**src/sv/aes128_block_decrypt_unit_assert.svh**
```systemverilog
// Assertion macros used by the decrypt unit module.
`ifndef AES128_BLOCK_DECRYPT_UNIT_ASSERT_SVH
`define AES128_BLOCK_DECRYPT_UNIT_ASSERT_SVH

// Implication that must hold at every clock edge out of reset.
`define AES_ASSERT_IMP(label, clk, rst_n, ante, cons, msg) \
    label: assert property (@(posedge clk) disable iff (!rst_n) (ante) |-> (cons)) \
        else $error(msg);

// Implication whose consequence is checked in the cycle after the antecedent.
`define AES_ASSERT_NEXT(label, clk, rst_n, ante, cons, msg) \
    label: assert property (@(posedge clk) disable iff (!rst_n) (ante) |=> (cons)) \
        else $error(msg);

`endif

```
**src/sv/aesdec_ram.sv**
```systemverilog
// ----------------------------------------------------------------------------
// Generic single-port-write RAM
// One write port and one read port with registered read data.
// ----------------------------------------------------------------------------
module aesdec_ram #(
    parameter int WIDTH = 64,
    parameter int DEPTH = 22
) (
    input  logic                     clk,
    input  logic                     wr_en,
    input  logic [$clog2(DEPTH)-1:0] wr_addr,
    input  logic [WIDTH-1:0]         wr_data,
    input  logic [$clog2(DEPTH)-1:0] rd_addr,
    output logic [WIDTH-1:0]         rd_data
);
    logic [WIDTH-1:0] mem [DEPTH];

    // Storage and registered read.
    always_ff @(posedge clk)
    begin
        if (wr_en)
        begin
            mem[wr_addr] <= wr_data;
        end
        rd_data <= mem[rd_addr];
    end
endmodule

```
**config.mk**
```make
export PLATFORM = sky130hd
export DESIGN_NAME = aesdec_ram
export DESIGN_NICKNAME = d
export VERILOG_FILES = /design/src/sv/aes128_block_decrypt_unit_assert.svh /design/src/sv/aesdec_ram.sv
export SDC_FILE = /design/constraint.sdc
export NUM_CORES = 1
export LEC_CHECK = 0
export ABC_AREA = 1
export BUFFER_PORTS_ARGS = -buffer_cell sky130_fd_sc_hd__buf_2
export CAP_MARGIN = 20
export CORE_MARGIN = 10
export CORE_UTILIZATION = 25
export DETAILED_ROUTE_END_ITERATION = 8
export PLACE_DENSITY = 0.41
export SLEW_MARGIN = 20
export SYNTH_ARGS = -nofsm -noshare
export SYNTH_HDL_FRONTEND = slang
export SYNTH_SLANG_ARGS = --single-unit
```
**constraint.sdc**
```tcl
create_clock -name clk -period 4.3 [get_ports clk]
set_input_delay 0.215 -clock clk [delete_from_list [all_inputs] [get_ports clk]]
set_output_delay 0.215 -clock clk [all_outputs]
set_load 0.05 [all_outputs]
```
[Word level (Yosys, flattened, before mapping)]
Memory sizes are Yosys's and may differ from the RTL's. A register that Yosys moved wholly into a read port is not among the register bits.
Index checks and enable logic that the tools add are counted.
Storage, ports and cells
  flip-flop bits (word level): 0
  memory bits (writable): 1408
  input port bits: 76
  word-level logic and storage cells: 3
  memories kept: 1
Memories
  mem: words 22, bits a word 64, read ports 1, clocked after memory_dff 1, wr ports 1, RTL line aesdec_ram.sv:16  | logic [WIDTH-1:0] mem [DEPTH];
Operators by class
  mux-type cells: 2
Operator list (count)
  2-to-1 mux 1 bit: 2

[Depth between registers and ports, before layout]
  depth in word-level cells: 2
  mapped depth: 12

[Least setup slack after synthesis]
Ideal clock, no wire load.
  kind: input -> register
  start: input wr_addr[1]
  end: memory mem[0][0], enable pin
  setup time: 0.486 ns
  arrival: 3.148 ns
  path slack: 0.666 ns
  cell stages on the path: 3
  buffers on the path: 0
  cells stage by stage: inv_1 > nand3_1 > nor2_1
RTL lines
  from (decl): RTL line aesdec_ram.sv:11  | input logic [$clog2(DEPTH)-1:0] wr_addr,
  to (decl): RTL line aesdec_ram.sv:16
No word-level cell before the write port.

==> results.ini <==
[floorplan]
die_area_sq_um=250000
chip_width_microns=500
design.portCount=140
initial_utilization_pct=25.1
die_height_microns=500
floorplan.rows=176
placeable_core_region_sq_um=230000

[grt]
groute.usage.overall_pct=14.2
grt_start_max_net_pins=177
overflow=0
grt_pass1_wl_mm=265
number_of_antenna_violations_at_the_first_check_in_global_routing=15
via_count_of_the_first_global_routing_pass=36000

[setup_path]
criticalPathCategory=in2reg
worst_r2r_startpoint=mem[1][8]$_DFFE_PP_
worstSetupEndpointType=register
crit_buf_inv=4
critical_path.startpoint_type=input pin
critical_path.max_stage_delay_ns=0.62
crit_slowest_cell=sky130_fd_sc_hd__inv_4
crit_fanout=36
critical_path_required_ns=5.04
path_delay_family=buffers and inverters
crit_chain=dlygate4sd3_1, buf_4, inv_4, buf_4, nand2_1, nand2_1
critPathArrivalTime_ns=2.65
crit_path_start=rd_addr[4]

[placed_design]
post-place-cells=7709
hpwl_mm=86.7
gpl.final_weighted_congestion=0.705
number_of_buffers_inserted_by_port_buffering=139

[route]
route.vias.total=36500
avgRoutedWirePerCell_microns=22.6
dr.first_iter.drc_count=2651
via_per_inst=4.52
drt_pass_1_iters=6
detailed_route_wire_length_mm=183
count_of_nets_left_with_antenna_violations_after_detail_routing=0
count_of_unresolved_drc_violations_after_routing=0

[cts]
clk-insertion-delay-late_ns=0.80
maximum_clock_insertion_buffer_count=3
postCtsResizedCells=0
numClockSinks=1472
cts_post_setup_buffers_inserted=0
cts_made_buffers=164
htreeDepth=4
clk_pin_slew_worst_paths_ns=0.06
clock_tree.root_cell=sky130_fd_sc_hd__clkbuf_16
cts_tree=done

[timing]
finClkSkew_ns=0.0259
timing_worst_slew_pin_value_ns=1.15
max_freq_mhz=524
setup_repair_after_global_routing_missed_its_margin=false
finalSetupTns_ns=0
post_layout_min_period_ns=1.91
finalHoldViolCount=0
final.period_utilization_pct=44.3
setup-violations-final=0
slew-limit-headroom_pct=23.2
final_max_slew_viol_count=0

[synthesis]
netlist-cell-type-count=14
yosysSeqAreaShare_pct=75.5
synthesis.instances=4753
synthesis.area_sq_um=57700
mappedNetlistNets=4829
postSynthRegisterBits=1472
yosysWarnings=0
synthesis.area_per_instance_sq_um=12.1

[power_and_ir_drop]
irDropWorstVdd_v=0.000341
total_leakage_power_uw=0.0240
power_per_cell_area_nw_per_um2=472

[layout]
post_route_cells_drive_above_1_share_pct=9.58
stdcell_count=8087
layout.filler_cells=23500
layout.nets=4991
layout-area-overhead-vs-synth_pct=17.5

[hold_path]
hold_path.class=in2reg
hold_path_startpoint=rd_addr[0]

[status]
status=completed

[flow_run]
max_cap_viol_count=0

[flip-flops by register name, indices dropped and copies added, names as in the netlist]
signal / count
rd_data: 64
mem: 1408
[per-layer routing]
layer,GRT usage (%),vias to the layer above,part of all wire (%)
met2,23.6,704,48
met4,3.80,4,2.2
met5,0,-,0.013
li1,-,17000,-
met3,1.97,229,3.6
met1,19.5,18600,46
[report_power, final]
group	switching, uW	leakage, uW	internal, uW
clock network	5790	0.00259	8110
logic	1550	0.00821	494
registers	96.3	0.0132	15900
[area by class of cell]
class	instances	area, sq um	area share [%]
well taps	3026	3790	5.59
clock buffers	231	4590	6.77
clock inverters	74	707	1.04
repair buffers	291	2350	3.47
diodes	7	17.5	0.0258
multi-input cells	2976	12700	18.7
flip-flops and latches	1472	43600	64.3
inverters	10	65.1	0.0960
[cells by family after synthesis]
family	after synthesis	share of synthesized area, %
AOI/OAI and AO/OA	128	1.11
DFF	1472	75.5
and+or+nand+nor	2848	20.6
buffers and inverters	305	2.79
[cells in the mapped netlist]
| cell type | count | share of area (%) |
|---|---|---|
| sky130_fd_sc_hd__buf_1 | 20 | 0.13 |
| sky130_fd_sc_hd__buf_2 | 151 | 1.3 |
| sky130_fd_sc_hd__buf_4 | 57 | 0.74 |
| sky130_fd_sc_hd__buf_6 | 8 | 0.16 |
| sky130_fd_sc_hd__clkbuf_1 | 59 | 0.38 |
| sky130_fd_sc_hd__dfxtp_1 | 64 | 2.2 |
| sky130_fd_sc_hd__edfxtp_1 | 1408 | 73 |
| sky130_fd_sc_hd__inv_1 | 6 | 0.039 |
| sky130_fd_sc_hd__inv_2 | 4 | 0.026 |
| sky130_fd_sc_hd__nand2_1 | 1792 | 12 |
| sky130_fd_sc_hd__nand3_1 | 970 | 8.4 |
| sky130_fd_sc_hd__nor2_1 | 86 | 0.56 |
| sky130_fd_sc_hd__o21ai_0 | 68 | 0.59 |
| sky130_fd_sc_hd__o21ai_1 | 60 | 0.52 |
[worst reg2reg max path: stages (launching register included)]
cell and delay (ns):
sky130_fd_sc_hd__edfxtp_1 0.36, sky130_fd_sc_hd__nand2_1 0.08, sky130_fd_sc_hd__nand3_1 0.08, sky130_fd_sc_hd__nand3_1 0.12
sky130_fd_sc_hd__nand2_1 0.07, sky130_fd_sc_hd__nand2_1 0.05, sky130_fd_sc_hd__nand2_1 0.08, sky130_fd_sc_hd__nand2_1 0.06
sky130_fd_sc_hd__nand2_1 0.16
[worst paths after layout]
path                                            end  slack (ns)  cells past startpoint
worst min-delay path            rd_data[56]$_DFF_P_        0.17                      7
worst max register to register   rd_data[8]$_DFF_P_        3.06                      8
worst max-delay path            rd_data[56]$_DFF_P_        2.39                      6
worst min register to register  rd_data[34]$_DFF_P_        0.61                      4
[layout by cell type, fill, tap and decap left out, types with 26 or more instances in the layout]
master	n
sky130_fd_sc_hd__clkbuf_1	49
sky130_fd_sc_hd__o21ai_1	60
sky130_fd_sc_hd__edfxtp_1	1408
sky130_fd_sc_hd__o21ai_0	68
sky130_fd_sc_hd__buf_4	63
sky130_fd_sc_hd__nand2_1	1792
sky130_fd_sc_hd__nor2_1	64
sky130_fd_sc_hd__clkinv_2	26
sky130_fd_sc_hd__dfxtp_1	64
sky130_fd_sc_hd__clkbuf_16	169
sky130_fd_sc_hd__nand3_1	970
sky130_fd_sc_hd__buf_2	134
sky130_fd_sc_hd__dlygate4sd3_1	66
[per-stage QoR]
| step | setup slack (ns) | utilization (%) | hold slack [ns] | cell area, sq um | power, uW |
|---|---|---|---|---|---|
| global route | 2.29 | 29.5 | 0.153 | 67800 | 33200 |
| detailed placement | 1.68 | 26.9 | 0.591 | 61800 | 18400 |
| global placement | 1.68 | 26.9 | 0.589 | 61800 | 18400 |
| CTS | 2.28 | 29.5 | 0.116 | 67800 | 32400 |
| floorplan | 0.666 | - | 0.314 | 57700 | 17500 |
| finish | 2.39 | 29.5 | 0.170 | 67800 | 32000 |
[repair_timing]
action / CTS / global route
hold endpoints to repair: 1426 / 0
hold buffers: 66 / 0
setup endpoints to repair: 0 / 0
No activity file was read; power rests on OpenSTA's default activity.
